**src/hdl/cld_pkg.sv**
```systemverilog
// ----------------------------------------------------------------------------
// cld_pkg
// Shared types and constants of the connection list decoder.
// ----------------------------------------------------------------------------
`default_nettype none

package cld_pkg;

  localparam logic [5:0]  MAX_ENTRIES = 6'd32;

  localparam logic        ACT_BEGIN   = 1'b0;
  localparam logic        ACT_WORD    = 1'b1;

  localparam logic [1:0]  ST_OK       = 2'd0;
  localparam logic [1:0]  ST_BAD_ENTRY = 2'd1;
  localparam logic [1:0]  ST_FULL     = 2'd2;
  localparam logic [1:0]  ST_BAD_WORD = 2'd3;

  localparam logic [31:0] ALL_ONES    = 32'hffff_ffff;
  localparam logic [14:0] ID_LIMIT    = 15'd256;
  localparam logic [2:0]  PER_SHORT   = 3'd4;
  localparam logic [2:0]  PER_LONG    = 3'd2;

  typedef enum logic [1:0] {
    S_IDLE,
    S_WORK,
    S_FLUSH
  } state_t;

  typedef struct packed {
    logic [7:0] neighbor_id;
    logic       entry_valid;
    logic [5:0] entry_index;
    logic [1:0] status;
    logic       list_done;
    logic [5:0] total_entries;
    logic       last;
  } result_t;

  // controller to datapath
  typedef struct packed {
    logic accept;
    logic step;
    logic flush;
  } cmd_t;

  // datapath to controller
  typedef struct packed {
    logic quick;
    logic can_push;
    logic out_free;
    logic step_last;
  } stat_t;

endpackage

`default_nettype wire

```
**src/hdl/cld_ctrl.sv**
```systemverilog
// ----------------------------------------------------------------------------
// cld_ctrl
// Sequencer: takes one item, steps the decoder once per cycle while the
// result stages have room, then hands the last result to the output register.
// ----------------------------------------------------------------------------
`default_nettype none

module cld_ctrl (
  input  wire logic          clk,
  input  wire logic          rst,
  input  wire logic          in_valid,
  output logic               in_ready,
  input  wire cld_pkg::stat_t stat,
  output cld_pkg::cmd_t      cmd
);
  import cld_pkg::*;

  state_t state;
  state_t state_next;

  always_ff @(posedge clk) begin
    if (rst) begin
      state <= S_IDLE;
    end else begin
      state <= state_next;
    end
  end

  always_comb begin
    state_next = state;
    cmd        = '0;
    in_ready   = 1'b0;
    unique case (state)
      S_IDLE: begin
        in_ready = 1'b1;
        if (in_valid) begin
          cmd.accept = 1'b1;
          state_next = stat.quick ? S_FLUSH : S_WORK;
        end
      end
      S_WORK: begin
        if (stat.can_push) begin
          cmd.step = 1'b1;
          if (stat.step_last) begin
            state_next = S_FLUSH;
          end
        end
      end
      S_FLUSH: begin
        if (stat.out_free) begin
          cmd.flush  = 1'b1;
          state_next = S_IDLE;
        end
      end
      default: begin
        state_next = S_IDLE;
      end
    endcase
  end

endmodule

`default_nettype wire

```
**src/hdl/cld_datapath.sv**
```systemverilog
// ----------------------------------------------------------------------------
// cld_datapath
// List state, slot and range decode, at most one result per step, a pending result
// stage and the output register.
// ----------------------------------------------------------------------------
`default_nettype none

module cld_datapath (
  input  wire logic            clk,
  input  wire logic            rst,
  input  wire cld_pkg::cmd_t   cmd,
  output cld_pkg::stat_t       stat,
  input  wire logic            action,
  input  wire logic [6:0]      entry_count,
  input  wire logic            long_entries,
  input  wire logic [31:0]     response,
  output logic                 out_valid,
  input  wire logic            out_ready,
  output cld_pkg::result_t     out_res
);
  import cld_pkg::*;

  // list state
  logic        list_open;
  logic        long_mode;
  logic [6:0]  expected_entries;
  logic [6:0]  raw_consumed;
  logic [7:0]  prev_id;
  logic        prev_valid;
  logic        prev_was_range;
  logic [5:0]  stored_count;

  // word walk
  logic [31:0] word;
  logic [2:0]  slot;
  logic        rng_active;
  logic [8:0]  rng_cur;
  logic [14:0] rng_end;

  // result stages
  result_t     pend;
  logic        pend_valid;

  logic        out_free;
  logic [2:0]  per;
  logic [7:0]  v8;
  logic [15:0] v16;
  logic [14:0] ent_id;
  logic        ent_rng;
  logic        slot_end;
  logic [7:0]  consumed_sum;
  logic [14:0] sid;
  logic        store_err;
  logic        rng_bad;
  logic        do_fail;
  logic [1:0]  fail_code;
  logic        store_ok;
  logic        rng_start;
  logic        word_end;
  logic        push;
  logic        rng_last;
  result_t     new_res;
  result_t     begin_res;
  result_t     badword_res;
  result_t     flush_res;

  assign out_free = !out_valid || out_ready;
  assign per      = long_mode ? PER_LONG : PER_SHORT;
  assign v8       = word[{slot[1:0], 3'b000} +: 8];
  assign v16      = word[{slot[0], 4'b0000} +: 16];
  assign ent_id   = long_mode ? v16[14:0] : {8'd0, v8[6:0]};
  assign ent_rng  = long_mode ? v16[15] : v8[7];
  assign slot_end = (slot >= per) ||
                    (({1'b0, raw_consumed} + {5'd0, slot}) >= {1'b0, expected_entries});
  assign consumed_sum = {1'b0, raw_consumed} + {5'd0, per};
  assign sid       = rng_active ? {6'd0, rng_cur} : ent_id;
  assign store_err = (sid >= ID_LIMIT) || (stored_count >= MAX_ENTRIES);
  assign rng_bad   = !prev_valid || prev_was_range || ({7'd0, prev_id} >= ent_id);
  assign rng_last  = ({6'd0, rng_cur} == rng_end);

  always_comb begin
    do_fail   = 1'b0;
    fail_code = ST_OK;
    store_ok  = 1'b0;
    rng_start = 1'b0;
    word_end  = 1'b0;
    priority if (rng_active) begin
      if (store_err) begin
        do_fail   = 1'b1;
        fail_code = ST_FULL;
      end else begin
        store_ok = 1'b1;
      end
    end else if (slot_end) begin
      word_end = 1'b1;
    end else if (ent_id == 15'd0) begin
      do_fail   = 1'b1;
      fail_code = ST_BAD_ENTRY;
    end else if (ent_rng) begin
      if (rng_bad) begin
        do_fail   = 1'b1;
        fail_code = ST_BAD_ENTRY;
      end else begin
        rng_start = 1'b1;
      end
    end else if (store_err) begin
      do_fail   = 1'b1;
      fail_code = ST_FULL;
    end else begin
      store_ok = 1'b1;
    end
  end

  assign push = do_fail || store_ok;

  always_comb begin
    new_res = '0;
    if (store_ok) begin
      new_res.neighbor_id   = sid[7:0];
      new_res.entry_valid   = 1'b1;
      new_res.entry_index   = stored_count;
      new_res.status        = ST_OK;
      new_res.total_entries = stored_count + 6'd1;
    end else begin
      new_res.entry_index   = stored_count;
      new_res.status        = fail_code;
      new_res.list_done     = 1'b1;
      new_res.total_entries = stored_count;
    end
  end

  always_comb begin
    begin_res           = '0;
    begin_res.list_done = (entry_count == 7'd0);
    badword_res               = '0;
    badword_res.entry_index   = stored_count;
    badword_res.status        = ST_BAD_WORD;
    badword_res.list_done     = 1'b1;
    badword_res.total_entries = stored_count;
    flush_res      = pend;
    flush_res.last = 1'b1;
  end

  assign stat.quick     = (action == ACT_BEGIN) || !list_open || (response == ALL_ONES);
  assign stat.can_push  = !pend_valid || out_free;
  assign stat.out_free  = out_free;
  assign stat.step_last = do_fail || word_end;

  // control state
  always_ff @(posedge clk) begin
    if (rst) begin
      list_open        <= 1'b0;
      long_mode        <= 1'b0;
      expected_entries <= 7'd0;
      raw_consumed     <= 7'd0;
      prev_id          <= 8'd0;
      prev_valid       <= 1'b0;
      prev_was_range   <= 1'b0;
      stored_count     <= 6'd0;
      slot             <= 3'd0;
      rng_active       <= 1'b0;
      pend_valid       <= 1'b0;
      out_valid        <= 1'b0;
    end else begin
      if (cmd.flush || (cmd.step && push && pend_valid)) begin
        out_valid <= 1'b1;
      end else if (out_valid && out_ready) begin
        out_valid <= 1'b0;
      end
      if (cmd.accept) begin
        if (action == ACT_BEGIN) begin
          list_open        <= (entry_count != 7'd0);
          long_mode        <= long_entries;
          expected_entries <= entry_count;
          raw_consumed     <= 7'd0;
          prev_id          <= 8'd0;
          prev_valid       <= 1'b0;
          prev_was_range   <= 1'b0;
          stored_count     <= 6'd0;
          pend_valid       <= 1'b1;
        end else if (!list_open || (response == ALL_ONES)) begin
          list_open  <= 1'b0;
          pend_valid <= 1'b1;
        end else begin
          slot       <= 3'd0;
          rng_active <= 1'b0;
        end
      end
      if (cmd.step) begin
        if (push) begin
          pend_valid <= 1'b1;
        end
        if (do_fail) begin
          list_open  <= 1'b0;
          rng_active <= 1'b0;
        end
        if (store_ok) begin
          stored_count <= stored_count + 6'd1;
          if (rng_active) begin
            if (rng_last) begin
              rng_active     <= 1'b0;
              prev_id        <= rng_end[7:0];
              prev_valid     <= 1'b1;
              prev_was_range <= 1'b1;
              slot           <= slot + 3'd1;
            end
          end else begin
            prev_id        <= ent_id[7:0];
            prev_valid     <= 1'b1;
            prev_was_range <= 1'b0;
            slot           <= slot + 3'd1;
          end
        end
        if (rng_start) begin
          rng_active <= 1'b1;
        end
        if (word_end) begin
          if (consumed_sum >= {1'b0, expected_entries}) begin
            raw_consumed <= expected_entries;
            list_open    <= 1'b0;
          end else begin
            raw_consumed <= consumed_sum[6:0];
          end
        end
      end
      if (cmd.flush) begin
        pend_valid <= 1'b0;
      end
    end
  end

  // payload
  always_ff @(posedge clk) begin
    if (cmd.accept) begin
      word <= response;
      if (action == ACT_BEGIN) begin
        pend <= begin_res;
      end else if (!list_open || (response == ALL_ONES)) begin
        pend <= badword_res;
      end
    end
    if (cmd.step) begin
      if (push) begin
        if (pend_valid) begin
          out_res <= pend;
        end
        pend <= new_res;
      end
      if (store_ok && rng_active) begin
        rng_cur <= rng_cur + 9'd1;
      end
      if (rng_start) begin
        rng_cur <= {1'b0, prev_id} + 9'd1;
        rng_end <= ent_id;
      end
      if (word_end && (consumed_sum >= {1'b0, expected_entries})) begin
        pend.list_done <= 1'b1;
      end
    end
    if (cmd.flush) begin
      out_res <= flush_res;
    end
  end

  a_flush_has_result: assert property (@(posedge clk) disable iff (rst)
    cmd.flush |-> pend_valid)
    else $error("flush without a pending result");

  a_step_has_room: assert property (@(posedge clk) disable iff (rst)
    cmd.step |-> (!pend_valid || out_free))
    else $error("step while result stages are full");

  a_count_bound: assert property (@(posedge clk) disable iff (rst)
    stored_count <= MAX_ENTRIES)
    else $error("stored neighbor count above limit");

  a_range_sane: assert property (@(posedge clk) disable iff (rst)
    rng_active |-> (prev_valid && (rng_cur <= 9'd256)))
    else $error("range walk out of bounds");

endmodule

`default_nettype wire

```
**src/hdl/connection_list_decoder_core.sv**
```systemverilog
// For a begin or a rejected word the controller moves to S_FLUSH, which loads the output
// register and raises out_valid; the next item can be taken once it is back in S_IDLE.
// A word takes the transfer, one step per neighbor, one more per range entry, one to close
// the word (none when it fails) and a flush to deliver the last result. The sequencer
// issues one step per cycle while the result stages have room; output stalls hold it.
// Reset (rst, synchronous, active high) closes any list and clears all list state.
// ----------------------------------------------------------------------------
// connection_list_decoder_core
// Decodes codec connection list words into one result per neighbor id, begin or error.
// ----------------------------------------------------------------------------
`default_nettype none

module connection_list_decoder_core (
  input  wire logic        clk,
  input  wire logic        rst,
  input  wire logic        in_valid,
  output logic             in_ready,
  input  wire logic        action,
  input  wire logic [6:0]  entry_count,
  input  wire logic        long_entries,
  input  wire logic [31:0] response,
  output logic             out_valid,
  input  wire logic        out_ready,
  output logic [7:0]       neighbor_id,
  output logic             entry_valid,
  output logic [5:0]       entry_index,
  output logic [1:0]       status,
  output logic             list_done,
  output logic [5:0]       total_entries,
  output logic             last
);
  import cld_pkg::*;

  cmd_t    cmd;
  stat_t   stat;
  result_t out_res;

  cld_ctrl u_ctrl (
    .clk      (clk),
    .rst      (rst),
    .in_valid (in_valid),
    .in_ready (in_ready),
    .stat     (stat),
    .cmd      (cmd)
  );

  cld_datapath u_datapath (
    .clk          (clk),
    .rst          (rst),
    .cmd          (cmd),
    .stat         (stat),
    .action       (action),
    .entry_count  (entry_count),
    .long_entries (long_entries),
    .response     (response),
    .out_valid    (out_valid),
    .out_ready    (out_ready),
    .out_res      (out_res)
  );

  assign neighbor_id   = out_res.neighbor_id;
  assign entry_valid   = out_res.entry_valid;
  assign entry_index   = out_res.entry_index;
  assign status        = out_res.status;
  assign list_done     = out_res.list_done;
  assign total_entries = out_res.total_entries;
  assign last          = out_res.last;

endmodule

`default_nettype wire
```
**config.mk**
```make
export PLATFORM = sky130hd
export DESIGN_NAME = connection_list_decoder_core
export DESIGN_NICKNAME = d
export VERILOG_FILES = /design/src/hdl/cld_pkg.sv /design/src/hdl/cld_ctrl.sv /design/src/hdl/cld_datapath.sv /design/src/hdl/connection_list_decoder_core.sv
export SDC_FILE = /design/constraint.sdc
export NUM_CORES = 1
export LEC_CHECK = 0
export CORE_MARGIN = 2
export CORE_UTILIZATION = 50
export CTS_BUF_LIST = sky130_fd_sc_hd__clkbuf_8
export CTS_CLUSTER_SIZE = 30
export DETAILED_ROUTE_END_ITERATION = 10
export DONT_BUFFER_PORTS = 1
export PLACE_DENSITY = 0.68
export SLEW_MARGIN = 20
export SYNTH_ARGS = -nofsm -noshare
export SYNTH_HDL_FRONTEND = slang
export SYNTH_SLANG_ARGS = --single-unit
```
**constraint.sdc**
```tcl
create_clock -name clk -period 4.1 [get_ports clk]
set_input_delay 0.82 -clock clk [delete_from_list [all_inputs] [get_ports clk]]
set_output_delay 0.82 -clock clk [all_outputs]
set_load 0.1 [all_outputs]
```
======== Yosys cells after proc, flatten, opt, wreduce, memory -nomap -nowiden ========
Cells that the tools add are included.
word-level totals
  register bits after elaboration ......... 146
  latch bits .............................. 0
  memory bits (writable) .................. 0
  memory bits (read-only) ................. 0
  input port bits ......................... 45
  output and inout bits ................... 27
  logic and storage cells ................. 204
  memories ................................ 0
cells by class
  add/subtract/negate cells ............... 6
  multipliers ............................. 0
  divide/modulo/power cells ............... 0
  $lt $le $gt $ge ......................... 6
  equal/unequal tests ..................... 8
  shifts and indexed selects .............. 2
  multiplexer cells ....................... 114
  bitwise operators ....................... 1
  reductions and logical operators ........ 37
operators by type and width
  operator                count
  $mux W25                9
  $mux W1                 64
  $mux W8                 6
  $mux W7                 5
  $eq A32 B32 Y1 const B  1
  $shiftx A32 B6 Y16      1
  $shiftx A32 B6 Y8       1
  $mux W15                2
  $mux W6                 5
  $mux W9                 3
  $mux W3                 8
  $mux W2                 11
  $add A7 B3 Y8           2
  $ge A8 B7 Y1            2
  $eq A9 B15 Y1           1
  $ge A15 B9 Y1 const B   1
  $ge A8 B15 Y1           1
  $logic_not A15 Y1       1
  $logic_or A1 B1 Y1      12
  $reduce_bool A2 Y1      5
  $add A8 B1 Y9 const B   1
  $add A9 B1 Y9 const B   1
  $logic_not A7 Y1        1
  $reduce_bool A7 Y1      1
  17 further kinds        29

======== Longest topological paths before layout ========
  word-level depth ........................ 16
  mapped depth ............................ 22
  gate-level depth less buffers ........... 19

======== By module ========
From an unflattened synthesis, not the netlist that was laid out.
unflattened totals
  cells, all modules ...................... 746
  area, all modules ....................... 7579.8 sq um
by module, submodules not included
  module        instances  cells an instance  area an instance (sq um)
  cld_datapath  1          731                7452.1
  cld_ctrl      1          15                 127.6

======== Worst setup path after synthesis ========
OpenSTA, ideal clock, no wires.
  path kind ............................... reg2reg
  start point ............................. reg u_datapath.slot[0]
  end point ............................... reg u_datapath.rng_cur[6], data pin
  arrival time ............................ 4152 ps
  slack ................................... -313 ps
  cell stages (with the launch flop) ...... 21
  path through ............................ dfxtp_1 buf_6 buf_6 buf_6 buf_4 o21ai_1 o21ai_0 ha_1 nor3_1 nor4_1 a211o_1 a2111oi_4 o211ai_1 buf_2 o21ai_0 ha_1 nand2_1 mux2i_4 nand4_1 xor2_1 mux2i_1
on the way
  cells in the longest elaborated chain, start to end .. 10
  elaborated cells on any way between the ends .. 17
  those cells by class .................... 1 x add/sub; 3 x order compare; 2 x shift; 8 x mux; 3 x reduce/logical
RTL lines
  element                                                  line                                    source
  start: declaration                                       cld_datapath.sv:35                      logic [2:0] slot;
  start signal: assignment                                 cld_datapath.sv:205                     slot <= slot + 3'd1;
  start signal: assignment                                 cld_datapath.sv:211                     slot <= slot + 3'd1;
  $shiftx A32 B6 Y8 or $shiftx A32 B6 Y16 (tied branches)  cld_datapath.sv:69, cld_datapath.sv:70
  $mux W15                                                 cld_datapath.sv:71                      assign ent_id = long_mode ? v16[14:0] : {8'd0, v8[6:0]};
  $ge A8 B15 Y1                                            cld_datapath.sv:78                      assign rng_bad = !prev_valid || prev_was_range || ({7'd0, prev_id} >= ent_id);
  $logic_or A1 B1 Y1                                       cld_datapath.sv:78
  $mux W1                                                  cld_datapath.sv:100                     if (rng_bad) begin
  $mux W1                                                  cld_datapath.sv:99                      end else if (ent_rng) begin
  $mux W1                                                  cld_datapath.sv:96                      end else if (ent_id == 15'd0) begin
  $mux W1 *                                                cld_datapath.sv:94                      end else if (slot_end) begin
  $mux W1 *                                                cld_datapath.sv:87                      priority if (rng_active) begin
  $mux W9 *                                                cld_datapath.sv:252                     if (rng_start) begin
  end signal: assignment                                   cld_datapath.sv:250                     rng_cur <= rng_cur + 9'd1;
  end signal: assignment                                   cld_datapath.sv:253                     rng_cur <= {1'b0, prev_id} + 9'd1;
  end: declaration                                         cld_datapath.sv:37                      logic [8:0] rng_cur;
Every way passes the cells marked *; elsewhere a longest branch is shown, timed or not.
A chain may end at the register's enable or synchronous reset.

======== Final worst setup path ========
  start point ............................. reg u_datapath.slot[0]
  end point ............................... reg u_datapath.rng_cur[4], data pin
Same word-level chain as after synthesis.

==> metrics <==
initial core utilization 51.4%; Hold EP u_datapath.prev_valid; P&R area growth vs syn 13.3%; cell depth of the worst hold path 1; WS Path Type flop to flop; Post-Syn Area 7490 µm²; HP Class primary input to flop; Yosys cell types 64; TritonRoute pass-1 iters 5; Synth Instances 725; initial antenna violation count 0; multiplexer share of the synthesized area 4.24%; P per Cell Area 376 nW/µm²; Worst R2R End u_datapath.rng_cur[4]; Final period util 99.8%; post-synthesis compound-gate area fraction 16.3%; status completed; Max Slew Vio Count 0; fin util 58.2%; Synth Area in Adders 6.05%; flop-to-flop setup slack between 0.008 and 0.009 ns; routed length per instance about 18 µm; clock sinks 146; syn_nets 805; Peak VDD IR ~270 µV; max_slew headroom between 30% and 40%; CTS tree yes; Placer Congestion 0.915; die extent in y 126 µm; Max-cap violations 0; CP arrival 4.29 ns; first-pass GRT wire length 28,500 µm; number of buffers on the longest clock path 2; skew final 0.0178 ns; final worst slack 0.00879 ns; async set-reset flop share out of synthesis 0%; Reg2Reg Depth 17; nets 837; Yosys warnings 0; hpwl dp approximately 13,000 µm; Core ar. 14,600 µm²; PortBufs 0; commonest non-fill, non-tap cells in the layout edfxtp_1 (80), nand2_1 (77), dfxtp_1 (64), a21oi_1 (46), buf_4 (44); antenna-violating nets left 0; Post-synth EDFFs 80; Rows 44; vias in the first global route 5,698; worst slack, placed -0.00687 ns; ys flop type edfxtp_1; Final Critical Period 4.09 ns; Residual DRC 0; via count 5,538; layout cells sized above 1 16.9%; min-delay src rst; Initial DRC Count around 300; Die ar. around 16,000 µm²; FF+latch count, synth 146; Worst-Skew Late Latency 0.47 ns; Worst EP required 4.30 ns; crit path max fanout 8; clk slew on worst S/H paths ~0.10 ns; final setup vio count 0; Total Routing Usage GR 22.3%; most common cell after layout, fill and taps aside edfxtp_1; Seq/Total Area, Yosys 49.7%; Crit. Startpoint u_datapath.slot[0]; Fin. Hold Viols 0; largest net degree at the start of global routing 40; CP Capture Type flop; R2R Path Start u_datapath.slot[0]; Worst setup SP type flop; total wire length 17,000 µm; root buf cell clkbuf_8; Pleak 3.10 nW; cts-stage hold buffer count 0; n_diodes 0; fmax about 240 MHz; IO Count 72; total CTS buffers 17; simple-gate share of the synthesized area approximately 16%; XOR/XNOR Fraction of Synth Area 3.16%; RSZ-0062 raised after global routing true; Die Span X roughly 130 µm; actual slew at the worst max-slew pin around 1 ns; total grt overflow 0; DR vias/cell 5.81; mean area per synthesized cell around 10 µm²; main combinational cell family by area after synthesis compound AO/OA/AOI/OAI gates; H-Tree Depth 4
[stage by stage]
step,TNS [ns],cells,area (µm²),total power [mW],hold slack [ns]
final,0,954,8490,3.19,0.414
after CTS,0,950,8380,3.21,0.385
after global routing,-0.427,954,8490,3.32,0.391
after global placement,0,917,7950,2.03,0.429
after floorplan,0,725,7550,1.95,0.419
after detailed placement,-0.00687,917,7950,2.04,0.444
[state kept, by name, indices dropped and copies added, names as in the netlist, 2 cells and up]
| register | cells |
|---|---|
| u_datapath.out_res | 25 |
| u_datapath.rng_end | 15 |
| u_datapath.expected_entries | 7 |
| u_datapath.raw_consumed | 7 |
| u_datapath.slot | 3 |
| u_datapath.word | 32 |
| u_datapath.stored_count | 6 |
| u_datapath.flush_res | 24 |
| u_datapath.rng_cur | 9 |
| u_ctrl.state | 2 |
| u_datapath.prev_id | 8 |
[cell type report]
type | instances | area [µm²]
Fill cell | 1234 | 6100
Sequential cell | 146 | 3730
Multi-Input combinational cell | 500 | 3550
Timing Repair Buffer | 49 | 408
Clock buffer | 18 | 248
Tap cell | 184 | 230
Clock inverter | 14 | 165
Inverter | 43 | 161
[per-layer routing]
layer  up-vias  wire (µm)  global-route usage, %
met3        27        929                   5.65
met4         0        332                   8.34
met2       157       8050                   35.3
li1       2728          -                      -
met1      2626       7660                   29.6
met5         -          0                      0
[worst max-delay path: stages (launching register included)]
cell and delay [ns]:
dfxtp_2 0.37, buf_12 0.13, mux4_2 0.53, a21oi_2 0.19, ha_1 0.26, o21ai_1 0.16, o21ai_1 0.08, a211o_1 0.34
a2111oi_4 0.39, o211ai_1 0.14, buf_4 0.18, mux2_4 0.31, ha_4 0.17, nand2_1 0.10, mux2i_4 0.10, nand2_1 0.11
xor2_1 0.17, mux2i_1 0.10
[worst max path at each step]
stage | slack, ns | to
6_report | 0.009 | u_datapath.rng_cur[4]
5_1_grt | -0.17 | u_datapath.rng_cur[6]
4_1_cts | 0.005 | u_datapath.rng_cur[4]
3_5_place_dp | -0.007 | u_datapath.rng_cur[4]
3_3_place_gp | 0.15 | u_datapath.rng_cur[6]
2_1_floorplan | 0.002 | u_datapath.rng_cur[6]
[synthesized netlist by cell type, types with 3 or more instances]
cell type / n / area (µm²)
o211ai_1: 8 / 60.1
nand2_1: 77 / 289
ha_1: 33 / 413
nand2b_1: 8 / 50.1
a21oi_1: 49 / 245
a22o_1: 14 / 123
a21o_1: 7 / 52.6
and2_1: 5 / 31.3
o221ai_1: 5 / 43.8
mux2i_1: 16 / 160
a211o_1: 3 / 26.3
nor2b_1: 30 / 188
clkbuf_1: 22 / 82.6
o21a_1: 8 / 60.1
nor2_1: 41 / 154
xnor2_1: 5 / 43.8
dfxtp_1: 66 / 1320
o21ai_0: 24 / 120
nor3_1: 8 / 40.0
a221o_1: 3 / 30.0
a31oi_1: 5 / 31.3
mux2_2: 6 / 67.6
o21ai_1: 10 / 50.1
buf_2: 8 / 40.0
edfxtp_1: 80 / 2400
a221oi_2: 6 / 90.1
buf_6: 4 / 45.0
nand3_1: 20 / 100
o21ai_2: 3 / 26.3
or3_1: 3 / 18.8
a211oi_1: 10 / 75.1
nor4_1: 10 / 62.6
inv_1: 42 / 158
xor2_1: 22 / 193
nand4_1: 19 / 119
and3_1: 5 / 31.3
[report_power, final]
group / internal, mW / total, mW / switching, mW
Sequential: 1.60 / 1.73 / 0.136
Combinational: 0.107 / 0.276 / 0.169
Clock: 0.578 / 1.18 / 0.605
[what timing repair did]
action,in CTS,in global routing
buffers inserted,1,4
gates resized for setup,2,17
pin swaps,1,11
endpoints found under the setup margin,2,19
gates cloned,0,0
[cells by family after synthesis]
kind of cell,after synthesis
simple gates,236
compound gates,175
flops,146
buf+inv,79
fa+ha+maj,35
xor+xnor,27
mux,27
(Power assumes the default switching activity.)
